File: config.mk
export PLATFORM = sky130hd
export DESIGN_NAME = bitmap_first_fit_allocator_unit
export DESIGN_NICKNAME = d
export VERILOG_FILES = /design/src/design/bffa_pkg.sv /design/src/design/bffa_ram.sv /design/src/design/bffa_seq.sv /design/src/design/bffa_dp.sv /design/src/design/bitmap_first_fit_allocator_unit.sv
export SDC_FILE = /design/constraint.sdc
export NUM_CORES = 2
export LEC_CHECK = 0
export BUFFER_PORTS_ARGS = -buffer_cell sky130_fd_sc_hd__buf_2
export CAP_MARGIN = 20
export CORE_MARGIN = 1
export CORE_UTILIZATION = 40
export CTS_CLUSTER_SIZE = 24
export DETAILED_ROUTE_END_ITERATION = 6
export HOLD_SLACK_MARGIN = 0.05
export MAX_ROUTING_LAYER = met4
export PLACE_DENSITY = 0.51
export SKIP_LAST_GASP = 1
export SYNTH_ARGS = -nofsm -noshare
export SYNTH_HDL_FRONTEND = slang
export SYNTH_HIERARCHICAL = 1
export SYNTH_SLANG_ARGS = --single-unit
File: constraint.sdc
create_clock -name i_clk -period 10.1 [get_ports i_clk]
set_clock_uncertainty 0.15 [all_clocks]
set_input_delay 0.505 -clock i_clk [delete_from_list [all_inputs] [get_ports i_clk]]
set_output_delay 0.505 -clock i_clk [all_outputs]
set_load 0.02 [all_outputs]
File: src/design/bffa_pkg.sv
`timescale 1ns / 1ps
// Shared types, constants and the microcode ROM of the first-fit bitmap allocator.
// No dependencies; the sequencer, datapath and top level refer to this package by scoped names.
package bffa_pkg;

    localparam int unsigned DEF_MAX_ENTRIES = 1024;
    localparam int unsigned WORD_W          = 32;
    localparam int unsigned WORD_SH         = 5;
    localparam int unsigned FIRST_W         = 10;
    localparam int unsigned TOTAL_W         = 11;
    localparam int unsigned CNT_W           = 11;
    localparam int unsigned IDX_W           = 10;
    localparam int unsigned STAT_W          = 2;
    localparam int unsigned POP_W           = 6;
    localparam int unsigned APB_AW          = 3;
    localparam int unsigned APB_DW          = 32;
    localparam int unsigned REG_SEL_BIT     = 2;
    localparam int unsigned STEP_W          = 5;

    localparam logic [FIRST_W-1:0] FIRST_RST = FIRST_W'(10);
    localparam logic [TOTAL_W-1:0] TOTAL_RST = TOTAL_W'(1024);

    localparam logic OP_ALLOC = 1'b0;
    localparam logic OP_FREE  = 1'b1;

    localparam logic REG_FIRST = 1'b0;
    localparam logic REG_TOTAL = 1'b1;

    typedef enum logic [STAT_W-1:0] {
        ST_OK    = 2'd0,
        ST_FULL  = 2'd1,
        ST_RANGE = 2'd2
    } t_status;

    typedef enum logic [STEP_W-1:0] {
        S_CLR    = 5'd0,
        S_IDLE   = 5'd1,
        S_POLL   = 5'd2,
        S_OPSEL  = 5'd3,
        S_FR0    = 5'd4,
        S_FR_BAD = 5'd5,
        S_FR1    = 5'd6,
        S_FR2    = 5'd7,
        S_AL0    = 5'd8,
        S_AL1    = 5'd9,
        S_AL2    = 5'd10,
        S_AL3    = 5'd11,
        S_FULL   = 5'd12,
        S_EMIT   = 5'd13,
        S_RC0    = 5'd14,
        S_RC1    = 5'd15,
        S_RC2    = 5'd16,
        S_RC3    = 5'd17
    } t_step;

    typedef enum logic [3:0] {
        C_ALWAYS      = 4'd0,
        C_PEND        = 4'd1,
        C_GO          = 4'd2,
        C_OP_FREE     = 4'd3,
        C_IDX_BAD     = 4'd4,
        C_RANGE_EMPTY = 4'd5,
        C_CLR_LAST    = 4'd6,
        C_SCAN_DONE   = 4'd7,
        C_HIT         = 4'd8,
        C_CHK_LAST    = 4'd9,
        C_OUT_ROOM    = 4'd10
    } t_cond;

    typedef enum logic [3:0] {
        D_NOP       = 4'd0,
        D_CLR       = 4'd1,
        D_TAKE      = 4'd2,
        D_LOAD_IDX  = 4'd3,
        D_SET_RANGE = 4'd4,
        D_FR_WRITE  = 4'd5,
        D_AL_INIT   = 4'd6,
        D_ADV       = 4'd7,
        D_SCAN      = 4'd8,
        D_SET_FULL  = 4'd9,
        D_EMIT      = 4'd10,
        D_RC_INIT   = 4'd11,
        D_RC_ACC    = 4'd12,
        D_RC_STORE  = 4'd13
    } t_dop;

    typedef struct packed {
        t_dop  dop;
        t_cond cond;
        t_step jmp_t;
        t_step jmp_f;
    } t_uword;

    typedef struct packed {
        t_dop dop;
        logic fire;
    } t_ctrl;

    typedef struct packed {
        logic op_free;
        logic idx_bad;
        logic range_empty;
        logic clr_last;
        logic scan_done;
        logic hit;
        logic chk_last;
        logic out_room;
    } t_dp_stat;

    typedef struct packed {
        logic     pend;
        logic     go;
        t_dp_stat stat;
    } t_flags;

    // Microcode ROM: one control word per step.
    function automatic t_uword ucode(input t_step s);
        t_uword w;
        case (s)
            S_CLR:    w = '{D_CLR,       C_CLR_LAST,    S_IDLE,   S_CLR};
            S_IDLE:   w = '{D_NOP,       C_PEND,        S_RC0,    S_POLL};
            S_POLL:   w = '{D_TAKE,      C_GO,          S_OPSEL,  S_IDLE};
            S_OPSEL:  w = '{D_NOP,       C_OP_FREE,     S_FR0,    S_AL0};
            S_FR0:    w = '{D_LOAD_IDX,  C_IDX_BAD,     S_FR_BAD, S_FR1};
            S_FR_BAD: w = '{D_SET_RANGE, C_ALWAYS,      S_EMIT,   S_EMIT};
            S_FR1:    w = '{D_NOP,       C_ALWAYS,      S_FR2,    S_FR2};
            S_FR2:    w = '{D_FR_WRITE,  C_ALWAYS,      S_EMIT,   S_EMIT};
            S_AL0:    w = '{D_AL_INIT,   C_RANGE_EMPTY, S_FULL,   S_AL1};
            S_AL1:    w = '{D_ADV,       C_ALWAYS,      S_AL2,    S_AL2};
            S_AL2:    w = '{D_SCAN,      C_SCAN_DONE,   S_AL3,    S_AL2};
            S_AL3:    w = '{D_NOP,       C_HIT,         S_EMIT,   S_FULL};
            S_FULL:   w = '{D_SET_FULL,  C_ALWAYS,      S_EMIT,   S_EMIT};
            S_EMIT:   w = '{D_EMIT,      C_OUT_ROOM,    S_IDLE,   S_EMIT};
            S_RC0:    w = '{D_RC_INIT,   C_RANGE_EMPTY, S_RC3,    S_RC1};
            S_RC1:    w = '{D_ADV,       C_ALWAYS,      S_RC2,    S_RC2};
            S_RC2:    w = '{D_RC_ACC,    C_CHK_LAST,    S_RC3,    S_RC2};
            S_RC3:    w = '{D_RC_STORE,  C_ALWAYS,      S_IDLE,   S_IDLE};
            default:  w = '{D_NOP,       C_ALWAYS,      S_IDLE,   S_IDLE};
        endcase
        return w;
    endfunction

endpackage

File: src/design/bffa_ram.sv
`timescale 1ns / 1ps
// Generic single-write, single-read RAM with registered read data.
// No dependencies.
module bffa_ram #(
    parameter int unsigned WIDTH = 32,
    parameter int unsigned DEPTH = 32
) (
    input  logic                     i_clk,
    input  logic                     i_we,
    input  logic [$clog2(DEPTH)-1:0] i_waddr,
    input  logic [WIDTH-1:0]         i_wdata,
    input  logic [$clog2(DEPTH)-1:0] i_raddr,
    output logic [WIDTH-1:0]         o_rdata
);

    logic [WIDTH-1:0] r_mem [DEPTH];
    logic [WIDTH-1:0] r_rdata;

    always_ff @(posedge i_clk) begin
        if (i_we) begin
            r_mem[i_waddr] <= i_wdata;
        end
        r_rdata <= r_mem[i_raddr];
    end

    assign o_rdata = r_rdata;

endmodule

File: src/design/bffa_seq.sv
`timescale 1ns / 1ps
// Microcode sequencer: step counter, ROM lookup and conditional jump.
// Depends on bffa_pkg for the ROM, step codes and control structs.
module bffa_seq (
    input  logic            i_clk,
    input  logic            i_rst_n,
    input  bffa_pkg::t_flags i_flags,
    output bffa_pkg::t_ctrl  o_ctrl
);

    bffa_pkg::t_step  r_step;
    bffa_pkg::t_step  n_step;
    bffa_pkg::t_uword w_word;
    logic             w_cond;

    assign w_word = bffa_pkg::ucode(r_step);

    always_comb begin
        case (w_word.cond)
            bffa_pkg::C_ALWAYS:      w_cond = 1'b1;
            bffa_pkg::C_PEND:        w_cond = i_flags.pend;
            bffa_pkg::C_GO:          w_cond = i_flags.go;
            bffa_pkg::C_OP_FREE:     w_cond = i_flags.stat.op_free;
            bffa_pkg::C_IDX_BAD:     w_cond = i_flags.stat.idx_bad;
            bffa_pkg::C_RANGE_EMPTY: w_cond = i_flags.stat.range_empty;
            bffa_pkg::C_CLR_LAST:    w_cond = i_flags.stat.clr_last;
            bffa_pkg::C_SCAN_DONE:   w_cond = i_flags.stat.scan_done;
            bffa_pkg::C_HIT:         w_cond = i_flags.stat.hit;
            bffa_pkg::C_CHK_LAST:    w_cond = i_flags.stat.chk_last;
            bffa_pkg::C_OUT_ROOM:    w_cond = i_flags.stat.out_room;
            default:                 w_cond = 1'b0;
        endcase
        n_step = w_cond ? w_word.jmp_t : w_word.jmp_f;
    end

    always_ff @(posedge i_clk) begin
        if (!i_rst_n) begin
            r_step <= bffa_pkg::S_CLR;
        end else begin
            r_step <= n_step;
        end
    end

    assign o_ctrl.dop  = w_word.dop;
    assign o_ctrl.fire = w_cond;

endmodule

File: src/design/bffa_dp.sv
`timescale 1ns / 1ps
// Datapath: bitmap RAM, word pointer, mask and search logic, counters, result register.
// Depends on bffa_pkg and bffa_ram; driven by the control word of bffa_seq.
module bffa_dp #(
    parameter int unsigned MAX_ENTRIES = bffa_pkg::DEF_MAX_ENTRIES
) (
    input  logic                          i_clk,
    input  logic                          i_rst_n,
    input  bffa_pkg::t_ctrl               i_ctrl,
    input  logic [bffa_pkg::FIRST_W-1:0]  i_first,
    input  logic [bffa_pkg::TOTAL_W-1:0]  i_eff,
    input  logic [bffa_pkg::TOTAL_W-1:0]  i_size,
    input  logic                          i_operation,
    input  logic [bffa_pkg::IDX_W-1:0]    i_entry_index,
    input  logic                          i_out_stall,
    output bffa_pkg::t_dp_stat            o_stat,
    output logic                          o_out_valid,
    output logic [bffa_pkg::STAT_W-1:0]   o_status,
    output logic [bffa_pkg::IDX_W-1:0]    o_granted_index,
    output logic [bffa_pkg::CNT_W-1:0]    o_free_count
);

    localparam int unsigned WW    = bffa_pkg::WORD_W;
    localparam int unsigned ROWS  = (MAX_ENTRIES + WW - 1) / WW;
    localparam int unsigned AW    = (ROWS > 1) ? $clog2(ROWS) : 1;
    localparam int unsigned DEPTH = 1 << AW;
    localparam int unsigned XW    = AW + bffa_pkg::WORD_SH;

    logic [AW-1:0]                 r_ptr;
    logic [AW-1:0]                 r_chk;
    logic                          r_op;
    logic [bffa_pkg::IDX_W-1:0]    r_idx;
    logic [bffa_pkg::CNT_W-1:0]    r_count;
    logic [bffa_pkg::CNT_W-1:0]    r_acc;
    logic                          r_hit;
    bffa_pkg::t_status             r_status;
    logic [bffa_pkg::IDX_W-1:0]    r_granted;
    logic                          r_out_valid;
    logic [bffa_pkg::STAT_W-1:0]   r_o_status;
    logic [bffa_pkg::IDX_W-1:0]    r_o_granted;
    logic [bffa_pkg::CNT_W-1:0]    r_o_free;

    logic [WW-1:0]                 w_rdata;
    logic                          w_we;
    logic [AW-1:0]                 w_waddr;
    logic [WW-1:0]                 w_wdata;
    logic [AW-1:0]                 w_fw;
    logic [AW-1:0]                 w_lw;
    logic [bffa_pkg::TOTAL_W-1:0]  w_last;
    logic [WW-1:0]                 w_mask;
    logic [WW-1:0]                 w_free_bits;
    logic [WW-1:0]                 w_low1;
    logic                          w_hit_now;
    logic [bffa_pkg::WORD_SH-1:0]  w_pos;
    logic [bffa_pkg::POP_W-1:0]    w_pop;
    logic [XW-1:0]                 w_hit_idx;
    logic [AW-1:0]                 w_idx_word;
    logic [bffa_pkg::WORD_SH-1:0]  w_idx_bit;
    logic                          w_idx_set;
    logic                          w_emit;
    logic                          w_out_room;
    logic [bffa_pkg::CNT_W-1:0]    w_free_cnt;

    bffa_ram #(
        .WIDTH (WW),
        .DEPTH (DEPTH)
    ) u_map (
        .i_clk   (i_clk),
        .i_we    (w_we),
        .i_waddr (w_waddr),
        .i_wdata (w_wdata),
        .i_raddr (r_ptr),
        .o_rdata (w_rdata)
    );

    assign w_last     = i_eff - bffa_pkg::TOTAL_W'(1);
    assign w_fw       = AW'(i_first >> bffa_pkg::WORD_SH);
    assign w_lw       = AW'(w_last >> bffa_pkg::WORD_SH);
    assign w_idx_word = AW'(r_idx >> bffa_pkg::WORD_SH);
    assign w_idx_bit  = r_idx[bffa_pkg::WORD_SH-1:0];
    assign w_idx_set  = w_rdata[w_idx_bit];

    // Range mask of the word under check: clip below first usable and above the last entry.
    always_comb begin
        logic [WW-1:0] lo;
        logic [WW-1:0] hi;
        lo = (r_chk == w_fw) ? ({WW{1'b1}} << i_first[bffa_pkg::WORD_SH-1:0]) : {WW{1'b1}};
        hi = (r_chk == w_lw) ? ({WW{1'b1}} >> (~w_last[bffa_pkg::WORD_SH-1:0]))
                             : {WW{1'b1}};
        w_mask = lo & hi;
    end

    assign w_free_bits = ~w_rdata & w_mask;
    assign w_low1      = w_free_bits & (~w_free_bits + WW'(1));
    assign w_hit_now   = |w_free_bits;

    // Encode the isolated lowest clear bit.
    always_comb begin
        w_pos = '0;
        for (int b = 0; b < WW; b++) begin
            if (w_low1[b]) begin
                w_pos = w_pos | bffa_pkg::WORD_SH'(b);
            end
        end
    end

    always_comb begin
        logic [WW-1:0] used;
        used  = w_rdata & w_mask;
        w_pop = '0;
        for (int b = 0; b < WW; b++) begin
            w_pop = w_pop + bffa_pkg::POP_W'(used[b]);
        end
    end

    assign w_hit_idx = {r_chk, w_pos};

    always_comb begin
        w_we    = 1'b0;
        w_waddr = r_ptr;
        w_wdata = '0;
        case (i_ctrl.dop)
            bffa_pkg::D_CLR: begin
                w_we = 1'b1;
            end
            bffa_pkg::D_FR_WRITE: begin
                w_we    = w_idx_set;
                w_wdata = w_rdata & ~(WW'(1) << w_idx_bit);
            end
            bffa_pkg::D_SCAN: begin
                w_we    = w_hit_now;
                w_waddr = r_chk;
                w_wdata = w_rdata | w_low1;
            end
            default: begin
                w_we = 1'b0;
            end
        endcase
    end

    // Control state: word pointer and the in-use count.
    always_ff @(posedge i_clk) begin
        if (!i_rst_n) begin
            r_ptr   <= '0;
            r_count <= '0;
        end else begin
            case (i_ctrl.dop)
                bffa_pkg::D_CLR:       r_ptr <= r_ptr + AW'(1);
                bffa_pkg::D_LOAD_IDX:  r_ptr <= w_idx_word;
                bffa_pkg::D_AL_INIT:   r_ptr <= w_fw;
                bffa_pkg::D_RC_INIT:   r_ptr <= w_fw;
                bffa_pkg::D_ADV:       r_ptr <= r_ptr + AW'(1);
                bffa_pkg::D_RC_ACC:    r_ptr <= r_ptr + AW'(1);
                bffa_pkg::D_SCAN: begin
                    r_ptr <= r_ptr + AW'(1);
                    if (w_hit_now) begin
                        r_count <= r_count + bffa_pkg::CNT_W'(1);
                    end
                end
                bffa_pkg::D_FR_WRITE: begin
                    if (w_idx_set) begin
                        r_count <= r_count - bffa_pkg::CNT_W'(1);
                    end
                end
                bffa_pkg::D_RC_STORE:  r_count <= r_acc;
                default:               r_ptr <= r_ptr;
            endcase
        end
    end

    // Per-item working registers.
    always_ff @(posedge i_clk) begin
        case (i_ctrl.dop)
            bffa_pkg::D_TAKE: begin
                if (i_ctrl.fire) begin
                    r_op      <= i_operation;
                    r_idx     <= i_entry_index;
                    r_status  <= bffa_pkg::ST_OK;
                    r_granted <= '0;
                    r_hit     <= 1'b0;
                end
            end
            bffa_pkg::D_SET_RANGE: r_status <= bffa_pkg::ST_RANGE;
            bffa_pkg::D_SET_FULL:  r_status <= bffa_pkg::ST_FULL;
            bffa_pkg::D_AL_INIT:   r_acc <= '0;
            bffa_pkg::D_RC_INIT:   r_acc <= '0;
            bffa_pkg::D_ADV:       r_chk <= r_ptr;
            bffa_pkg::D_RC_ACC: begin
                r_chk <= r_ptr;
                r_acc <= r_acc + bffa_pkg::CNT_W'(w_pop);
            end
            bffa_pkg::D_SCAN: begin
                r_chk <= r_ptr;
                if (w_hit_now) begin
                    r_hit     <= 1'b1;
                    r_granted <= bffa_pkg::IDX_W'(w_hit_idx);
                end
            end
            default: r_hit <= r_hit;
        endcase
    end

    assign w_free_cnt = (i_size > r_count) ? (i_size - r_count) : '0;
    assign w_out_room = ~r_out_valid | ~i_out_stall;
    assign w_emit     = (i_ctrl.dop == bffa_pkg::D_EMIT) && i_ctrl.fire;

    always_ff @(posedge i_clk) begin
        if (!i_rst_n) begin
            r_out_valid <= 1'b0;
        end else if (w_emit) begin
            r_out_valid <= 1'b1;
        end else if (!i_out_stall) begin
            r_out_valid <= 1'b0;
        end
    end

    always_ff @(posedge i_clk) begin
        if (w_emit) begin
            r_o_status  <= r_status;
            r_o_granted <= r_granted;
            r_o_free    <= w_free_cnt;
        end
    end

    assign o_stat.op_free     = (r_op == bffa_pkg::OP_FREE);
    assign o_stat.idx_bad     = (bffa_pkg::TOTAL_W'(r_idx) >= i_eff) || (r_idx < i_first);
    assign o_stat.range_empty = (i_eff <= bffa_pkg::TOTAL_W'(i_first));
    assign o_stat.clr_last    = (r_ptr == {AW{1'b1}});
    assign o_stat.scan_done   = w_hit_now || (r_chk == w_lw);
    assign o_stat.hit         = r_hit;
    assign o_stat.chk_last    = (r_chk == w_lw);
    assign o_stat.out_room    = w_out_room;

    assign o_out_valid     = r_out_valid;
    assign o_status        = r_o_status;
    assign o_granted_index = r_o_granted;
    assign o_free_count    = r_o_free;

endmodule

File: src/design/bitmap_first_fit_allocator_unit.sv
`timescale 1ns / 1ps
// Top level of the first-fit bitmap allocator: register port, handshakes, sequencer and datapath.
// Depends on bffa_pkg, bffa_seq, bffa_dp (and through it bffa_ram).
//
// Usage
//   Input channel (i_in_valid / o_in_stall) carries one request beat: i_operation selects
//   allocate (lowest clear entry from first_usable up to total_entries) or free of
//   i_entry_index. Output channel (o_out_valid / i_out_stall) returns one result beat per
//   request: status, granted index and the free count of the usable range afterwards.
//   The APB-style port holds first_usable (0x0) and total_entries (0x4); a write makes the
//   block recount the used entries of the new range before it takes the next request.
// Operation
//   The bitmap sits in a RAM of 32-bit words, read one word a cycle by a microcoded sequencer.
//   Free: the word of the index is read and, if its bit is set, written back with it cleared;
//   an index outside the range is rejected. Allocate scans the words of the range from the
//   first usable one (up to 32 for 1024 entries) until a clear entry is hit, and reports
//   full on an empty range or no hit. After a register write the range is recounted word by word.
// Reset
//   i_rst_n is synchronous. After reset the sequencer sweeps the RAM to zero, one word a
//   cycle (all MAX_ENTRIES/32 words, rounded up to a power of two; 32 by default), with
//   o_in_stall high. Register writes are taken during the sweep.
// Back-pressure
//   The result register holds a finished beat while i_out_stall is high; the next request
//   is still taken and worked on, and only its own result beat waits for the slot to clear.
module bitmap_first_fit_allocator_unit #(
    parameter int unsigned MAX_ENTRIES = bffa_pkg::DEF_MAX_ENTRIES
) (
    input  logic                          i_clk,
    input  logic                          i_rst_n,
    // Request channel
    input  logic                          i_in_valid,
    output logic                          o_in_stall,
    input  logic                          i_operation,
    input  logic [bffa_pkg::IDX_W-1:0]    i_entry_index,
    // Result channel
    output logic                          o_out_valid,
    input  logic                          i_out_stall,
    output logic [bffa_pkg::STAT_W-1:0]   o_status,
    output logic [bffa_pkg::IDX_W-1:0]    o_granted_index,
    output logic [bffa_pkg::CNT_W-1:0]    o_free_count,
    // Register port
    input  logic                          psel,
    input  logic                          penable,
    input  logic                          pwrite,
    input  logic [bffa_pkg::APB_AW-1:0]   paddr,
    input  logic [bffa_pkg::APB_DW-1:0]   pwdata,
    output logic [bffa_pkg::APB_DW-1:0]   prdata,
    output logic                          pready
);

    logic [bffa_pkg::FIRST_W-1:0] r_first;
    logic [bffa_pkg::TOTAL_W-1:0] r_total;
    logic                         r_pend;

    logic                         w_wr;
    logic                         w_reg;
    logic [bffa_pkg::TOTAL_W-1:0] w_eff;
    logic [bffa_pkg::TOTAL_W-1:0] w_size;
    logic                         w_accept;
    bffa_pkg::t_ctrl              w_ctrl;
    bffa_pkg::t_dp_stat           w_stat;
    bffa_pkg::t_flags             w_flags;

    // Register port: a write lands in the access phase; pready is tied high.
    assign pready = 1'b1;
    assign w_wr   = psel & penable & pwrite;
    assign w_reg  = paddr[bffa_pkg::REG_SEL_BIT];

    always_ff @(posedge i_clk) begin
        if (!i_rst_n) begin
            r_first <= bffa_pkg::FIRST_RST;
            r_total <= bffa_pkg::TOTAL_RST;
        end else if (w_wr) begin
            case (w_reg)
                bffa_pkg::REG_FIRST: r_first <= pwdata[bffa_pkg::FIRST_W-1:0];
                bffa_pkg::REG_TOTAL: r_total <= pwdata[bffa_pkg::TOTAL_W-1:0];
                default:             r_first <= r_first;
            endcase
        end
    end

    always_comb begin
        case (w_reg)
            bffa_pkg::REG_FIRST: prdata = bffa_pkg::APB_DW'(r_first);
            bffa_pkg::REG_TOTAL: prdata = bffa_pkg::APB_DW'(r_total);
            default:             prdata = '0;
        endcase
    end

    // A write owes a recount; a write landing as the recount starts keeps it owed.
    always_ff @(posedge i_clk) begin
        if (!i_rst_n) begin
            r_pend <= 1'b0;
        end else if (w_wr) begin
            r_pend <= 1'b1;
        end else if (w_ctrl.dop == bffa_pkg::D_RC_INIT) begin
            r_pend <= 1'b0;
        end
    end

    // Clip the total to the bitmap capacity, and size the usable range.
    assign w_eff  = (32'(r_total) > 32'(MAX_ENTRIES)) ? bffa_pkg::TOTAL_W'(MAX_ENTRIES) : r_total;
    assign w_size = (w_eff > bffa_pkg::TOTAL_W'(r_first))
                  ? (w_eff - bffa_pkg::TOTAL_W'(r_first)) : '0;

    // Take a request beat only in the dispatch step and with no recount owed.
    assign o_in_stall = !((w_ctrl.dop == bffa_pkg::D_TAKE) && !r_pend);
    assign w_accept   = i_in_valid & ~o_in_stall;

    assign w_flags.pend = r_pend;
    assign w_flags.go   = i_in_valid & ~r_pend;
    assign w_flags.stat = w_stat;

    bffa_seq u_seq (
        .i_clk   (i_clk),
        .i_rst_n (i_rst_n),
        .i_flags (w_flags),
        .o_ctrl  (w_ctrl)
    );

    bffa_dp #(
        .MAX_ENTRIES (MAX_ENTRIES)
    ) u_dp (
        .i_clk           (i_clk),
        .i_rst_n         (i_rst_n),
        .i_ctrl          (w_ctrl),
        .i_first         (r_first),
        .i_eff           (w_eff),
        .i_size          (w_size),
        .i_operation     (i_operation),
        .i_entry_index   (i_entry_index),
        .i_out_stall     (i_out_stall),
        .o_stat          (w_stat),
        .o_out_valid     (o_out_valid),
        .o_status        (o_status),
        .o_granted_index (o_granted_index),
        .o_free_count    (o_free_count)
    );

    // A request is never taken while a recount is still owed.
    a_no_take_on_pend: assert property (@(posedge i_clk) disable iff (!i_rst_n)
        w_accept |-> !r_pend)
        else $error("request taken with recount owed");

    // A full report means the usable range has no free entry left.
    a_full_zero: assert property (@(posedge i_clk) disable iff (!i_rst_n)
        (o_out_valid && (o_status == bffa_pkg::ST_FULL)) |-> (o_free_count == '0))
        else $error("full reported with free entries");

    // The free count never exceeds the size of the usable range.
    a_free_bound: assert property (@(posedge i_clk) disable iff (!i_rst_n)
        o_out_valid |-> (o_free_count <= w_size))
        else $error("free count above range size");

endmodule

==> summary.md <==
The run finished with clean final reports. The final standard cell count with taps included and fillers excluded came out at 5780. The reported net switching power came out at 6.92 mW. STA classifies the critical path endpoint as a flip-flop. For this design the top-level I/O count stands at 111. Synthesis instantiated 110 different standard cells from the library. Number of DRC markers after the initial detailed-route iteration: 2527. Ratio of total power to cell area: 310 mW/mm2. The fraction of synthesized cell area taken by the top area cell type was 0.616; the mean area per synthesized cell was 14.0 um2.

For the clock buffer count from CTS, the log shows 132. Leading cell type by number of instances after synthesis: edfxtp_1. The final core area utilization is 0.458. Setup violations remaining at the end of the flow were counted as 0.

The proportion of power drawn by combinational gates is 0.412, and the timing-limited maximum frequency is 110 MHz. The predominant post-synthesis flop cell was edfxtp_1. Clock tree root driver cell: clkbuf_16. After detailed routing, the number of remaining DRC violations is 0.

Clock input transition at the sequential cells of the worst setup and hold paths: 60 ps. The maximum level of the CTS H-tree was 4; the total leakage power was 20.5 nW. The final count of hold timing violations is 0. The aggregate global routing overflow is 0.

For this run, the number of Yosys warnings is 6. The switching portion of total power is 0.370. The tools report the length of the first detailed-routing pass in iterations as 7. The run gives 133 as the row count. TritonCTS built the clock tree.

Synthesis inferred 1176 register bits. By area the synthesized netlist is led by edfxtp_1, mux2i_1, dfxtp_1, ha_1, a21oi_1. The total routing resource utilization after global routing is 0.233, and the cell count after placement is 5520. The logs give 0.134 mm2 for the die footprint and 97 for the maximum number of pins on one net before global-route repair. Routability-driven placement finished with a final weighted congestion of 0.954. The synthesis-to-finish area growth was 13.7%.

For the worst-case hold slack, the log shows 187 ps. The initial core utilization was 0.403. The slowest stage of the critical path belongs to the cell dfxtp_1.

The area of the core was 0.131 mm2. The run gives 11.7k as the fill cell instance count of the final layout. Count of port buffers added during placement: 65. The worst setup path is launched from a flip-flop.

The clock net in this run drives a total of 1176 sinks. The synthesized design contains 1087 enable-type register cells. For the number of max-capacitance violations reported, the log shows 0. The max-slew violation count came out at 0. The run gives 0.0530 mm2 as the post-synthesis instance area. Pre-CTS setup slack: 1020 ps. For this run, the post-layout net count is 4094. The tools report the hold path startpoint as i_rst_n. The run gives 31.7k as the via count of the first global-routing pass. Path class of the lowest-slack min-delay path: in2reg. The dominant cell type by count on the critical path was fa_1.

Cell count after synthesis: 3787. The part of the Yosys area used for sequential elements was 0.649. Final cycle utilization of the critical path: 0.902. The critical path arrival is 9450 ps, and the post-route antenna net violation count is 0. The vias per cell was 5.62. Pin slew with the least headroom to its limit: 1200 ps. The number of vias in the routed layout is 32.5k. The biggest area contributor in the post-synthesis netlist is edfxtp_1. The routed design could run at a clock period as short as 9110 ps.

Cell internal power was estimated by the tool at 11.8 mW. The die is 366 um wide. The run gives 0.337 as the sequential group share of total power. Counting along the longest clock path gives a buffer depth of 3. After synthesis, the most frequently instantiated cells are edfxtp_1, mux2i_1, nand2_1, a21oi_1, nor2_1.

The worst register-to-register path begins at r_total[10]. Maximum single-stage delay on the critical path: 730 ps. The path type of the worst setup path is reg2reg. The initial antenna violation count is 1. Wire length per cell after detailed routing: 26.6 um. Setup repair after global routing left no endpoint under its margin.

At the later pin of the worst-skew pair, clock insertion delay measures 770 ps. The logs give 0.000846 V for the worst voltage drop across the vdd grid and 10440 ps for the worst path required time. For the global-route wire length before repair, the log shows 222000 um. The proportion of synthesized flip-flops having asynchronous set or reset works out to 0.

For the part of the total power dissipated in the clock network, the log shows 0.252. Summed over all failing endpoints, the final setup total negative slack is 0 ps. The die span in y is 366 um.

Relative max-transition margin: 0.197. The highest net fanout along the worst path came out at 14. Setup slack on the critical path of the routed design comes to 987 ps.

The critical path starts at r_total[10]. For this block, the routed nets add up to 154000 um of wire. The fraction of final layout cells with drive strength greater than 1 was 0.130. The post-DP HPWL is 95900 um.
[cells in the final DEF (no fill, tap or decap), types with 13 or more instances in the layout]
master            n
o211ai_1         21
and2_1           13
ha_1             86
o21ai_0          95
clkbuf_1         32
a22oi_1         103
clkinv_1         20
a22o_1           68
nor3b_1          13
a21oi_2          19
nand2_1         242
nor2_4           34
dlygate4sd3_1    25
a21boi_0         28
a21oi_1         173
edfxtp_1       1087
o21a_1           20
and3_1           13
nor2_1          131
dfxtp_1          88
inv_1           117
nor2b_1          33
nand2b_1         23
clkbuf_16       136
fa_1             29
a21o_1           29
nor3_1           77
conb_1           22
a31oi_1          63
mux2i_1         523
xnor2_1          25
clkinv_2         18
buf_4           103
buf_2            65
or3_1            18
nand3_1         138
[power by group through the flow]
stage / Clock (mW) / Sequential [mW] / Combinational (mW)
6_report: 4.70 / 6.28 / 7.69
5_1_grt: 4.99 / 6.31 / 8.64
4_1_cts: 4.81 / 6.28 / 7.79
3_5_place_dp: 0 / 6.38 / 7.76
3_3_place_gp: 0 / 6.37 / 7.82
2_1_floorplan: 0 / 6.21 / 5.80
[per-stage QoR]
step	instance area (um2)	total power, mW
6_report	60300	18.7
5_1_grt	60300	19.9
4_1_cts	60200	18.9
3_5_place_dp	55800	14.1
3_3_place_gp	55700	14.2
2_1_floorplan	53100	12.0
[path summary, 6_finish.rpt]
path	end	slack (ps)	cells after the start
worst max register to register	u_dp/r_acc[10]	990	32
worst min-delay path	r_total[10]	190	2
worst min register to register	u_dp/o_granted_index[3]	260	0
worst max-delay path	u_dp/r_acc[10]	990	32
[logic make-up (layout without fill, tap and decap cells)]
kind of cell	count (synthesis)	count (layout)	synth area share
DFF	1176	1176	0.649
and+or+nand+nor	810	810	0.0748
AOI/OAI and AO/OA	757	757	0.0994
muxes	543	543	0.105
buffers and inverters	346	563	0.0332
adders and majority gates	115	115	0.0313
xor gates and xnor gates	38	38	0.00642
other	2	23	0.000142
[worst max-delay path: cells and delay by family (launching register included)]
| family | cells | cell delay, ps |
|---|---|---|
| flops | 1 | 730 |
| buf+inv | 7 | 730 |
| compound gates | 8 | 1460 |
| fa+ha+maj | 9 | 4180 |
| simple gates | 7 | 1410 |
| xor+xnor | 1 | 160 |
[registers in the layout, indices dropped and copies added, names as in the netlist, 11 cells and up]
signal and count:
u_dp/r_acc 11, u_seq/w_word 18, u_dp/r_count 11, u_dp/o_free_count 11
r_total 11, u_dp/u_map/r_mem 1024, u_dp/u_map/o_rdata 32
[timing repair]
item / 4_1_cts / 5_1_grt
gates resized for setup: 0 / 0
hold endpoints to repair: 34 / 0
buffers inserted: 0 / 0
hold buffers: 25 / 0
[layer usage]
layer,vias up,track usage,part of all wire
met2,902,0.381,0.49
met3,231,0.0335,0.045
met1,16547,0.301,0.44
li1,14779,-,-
met4,0,0.0667,0.027
met5,-,-,0
[cell type report]
class	instances	area [um2]	area share
clock buffers	171	3560	0.0591
multi-input cells	2285	17300	0.288
well taps	1755	2200	0.0364
flip-flops and latches	1176	34400	0.571
diodes	1	2.50	0.0000415
repair buffers	210	1660	0.0275
clock inverters	61	632	0.0105
inverters	121	459	0.00762
No activity file was read; power rests on OpenSTA's default activity.
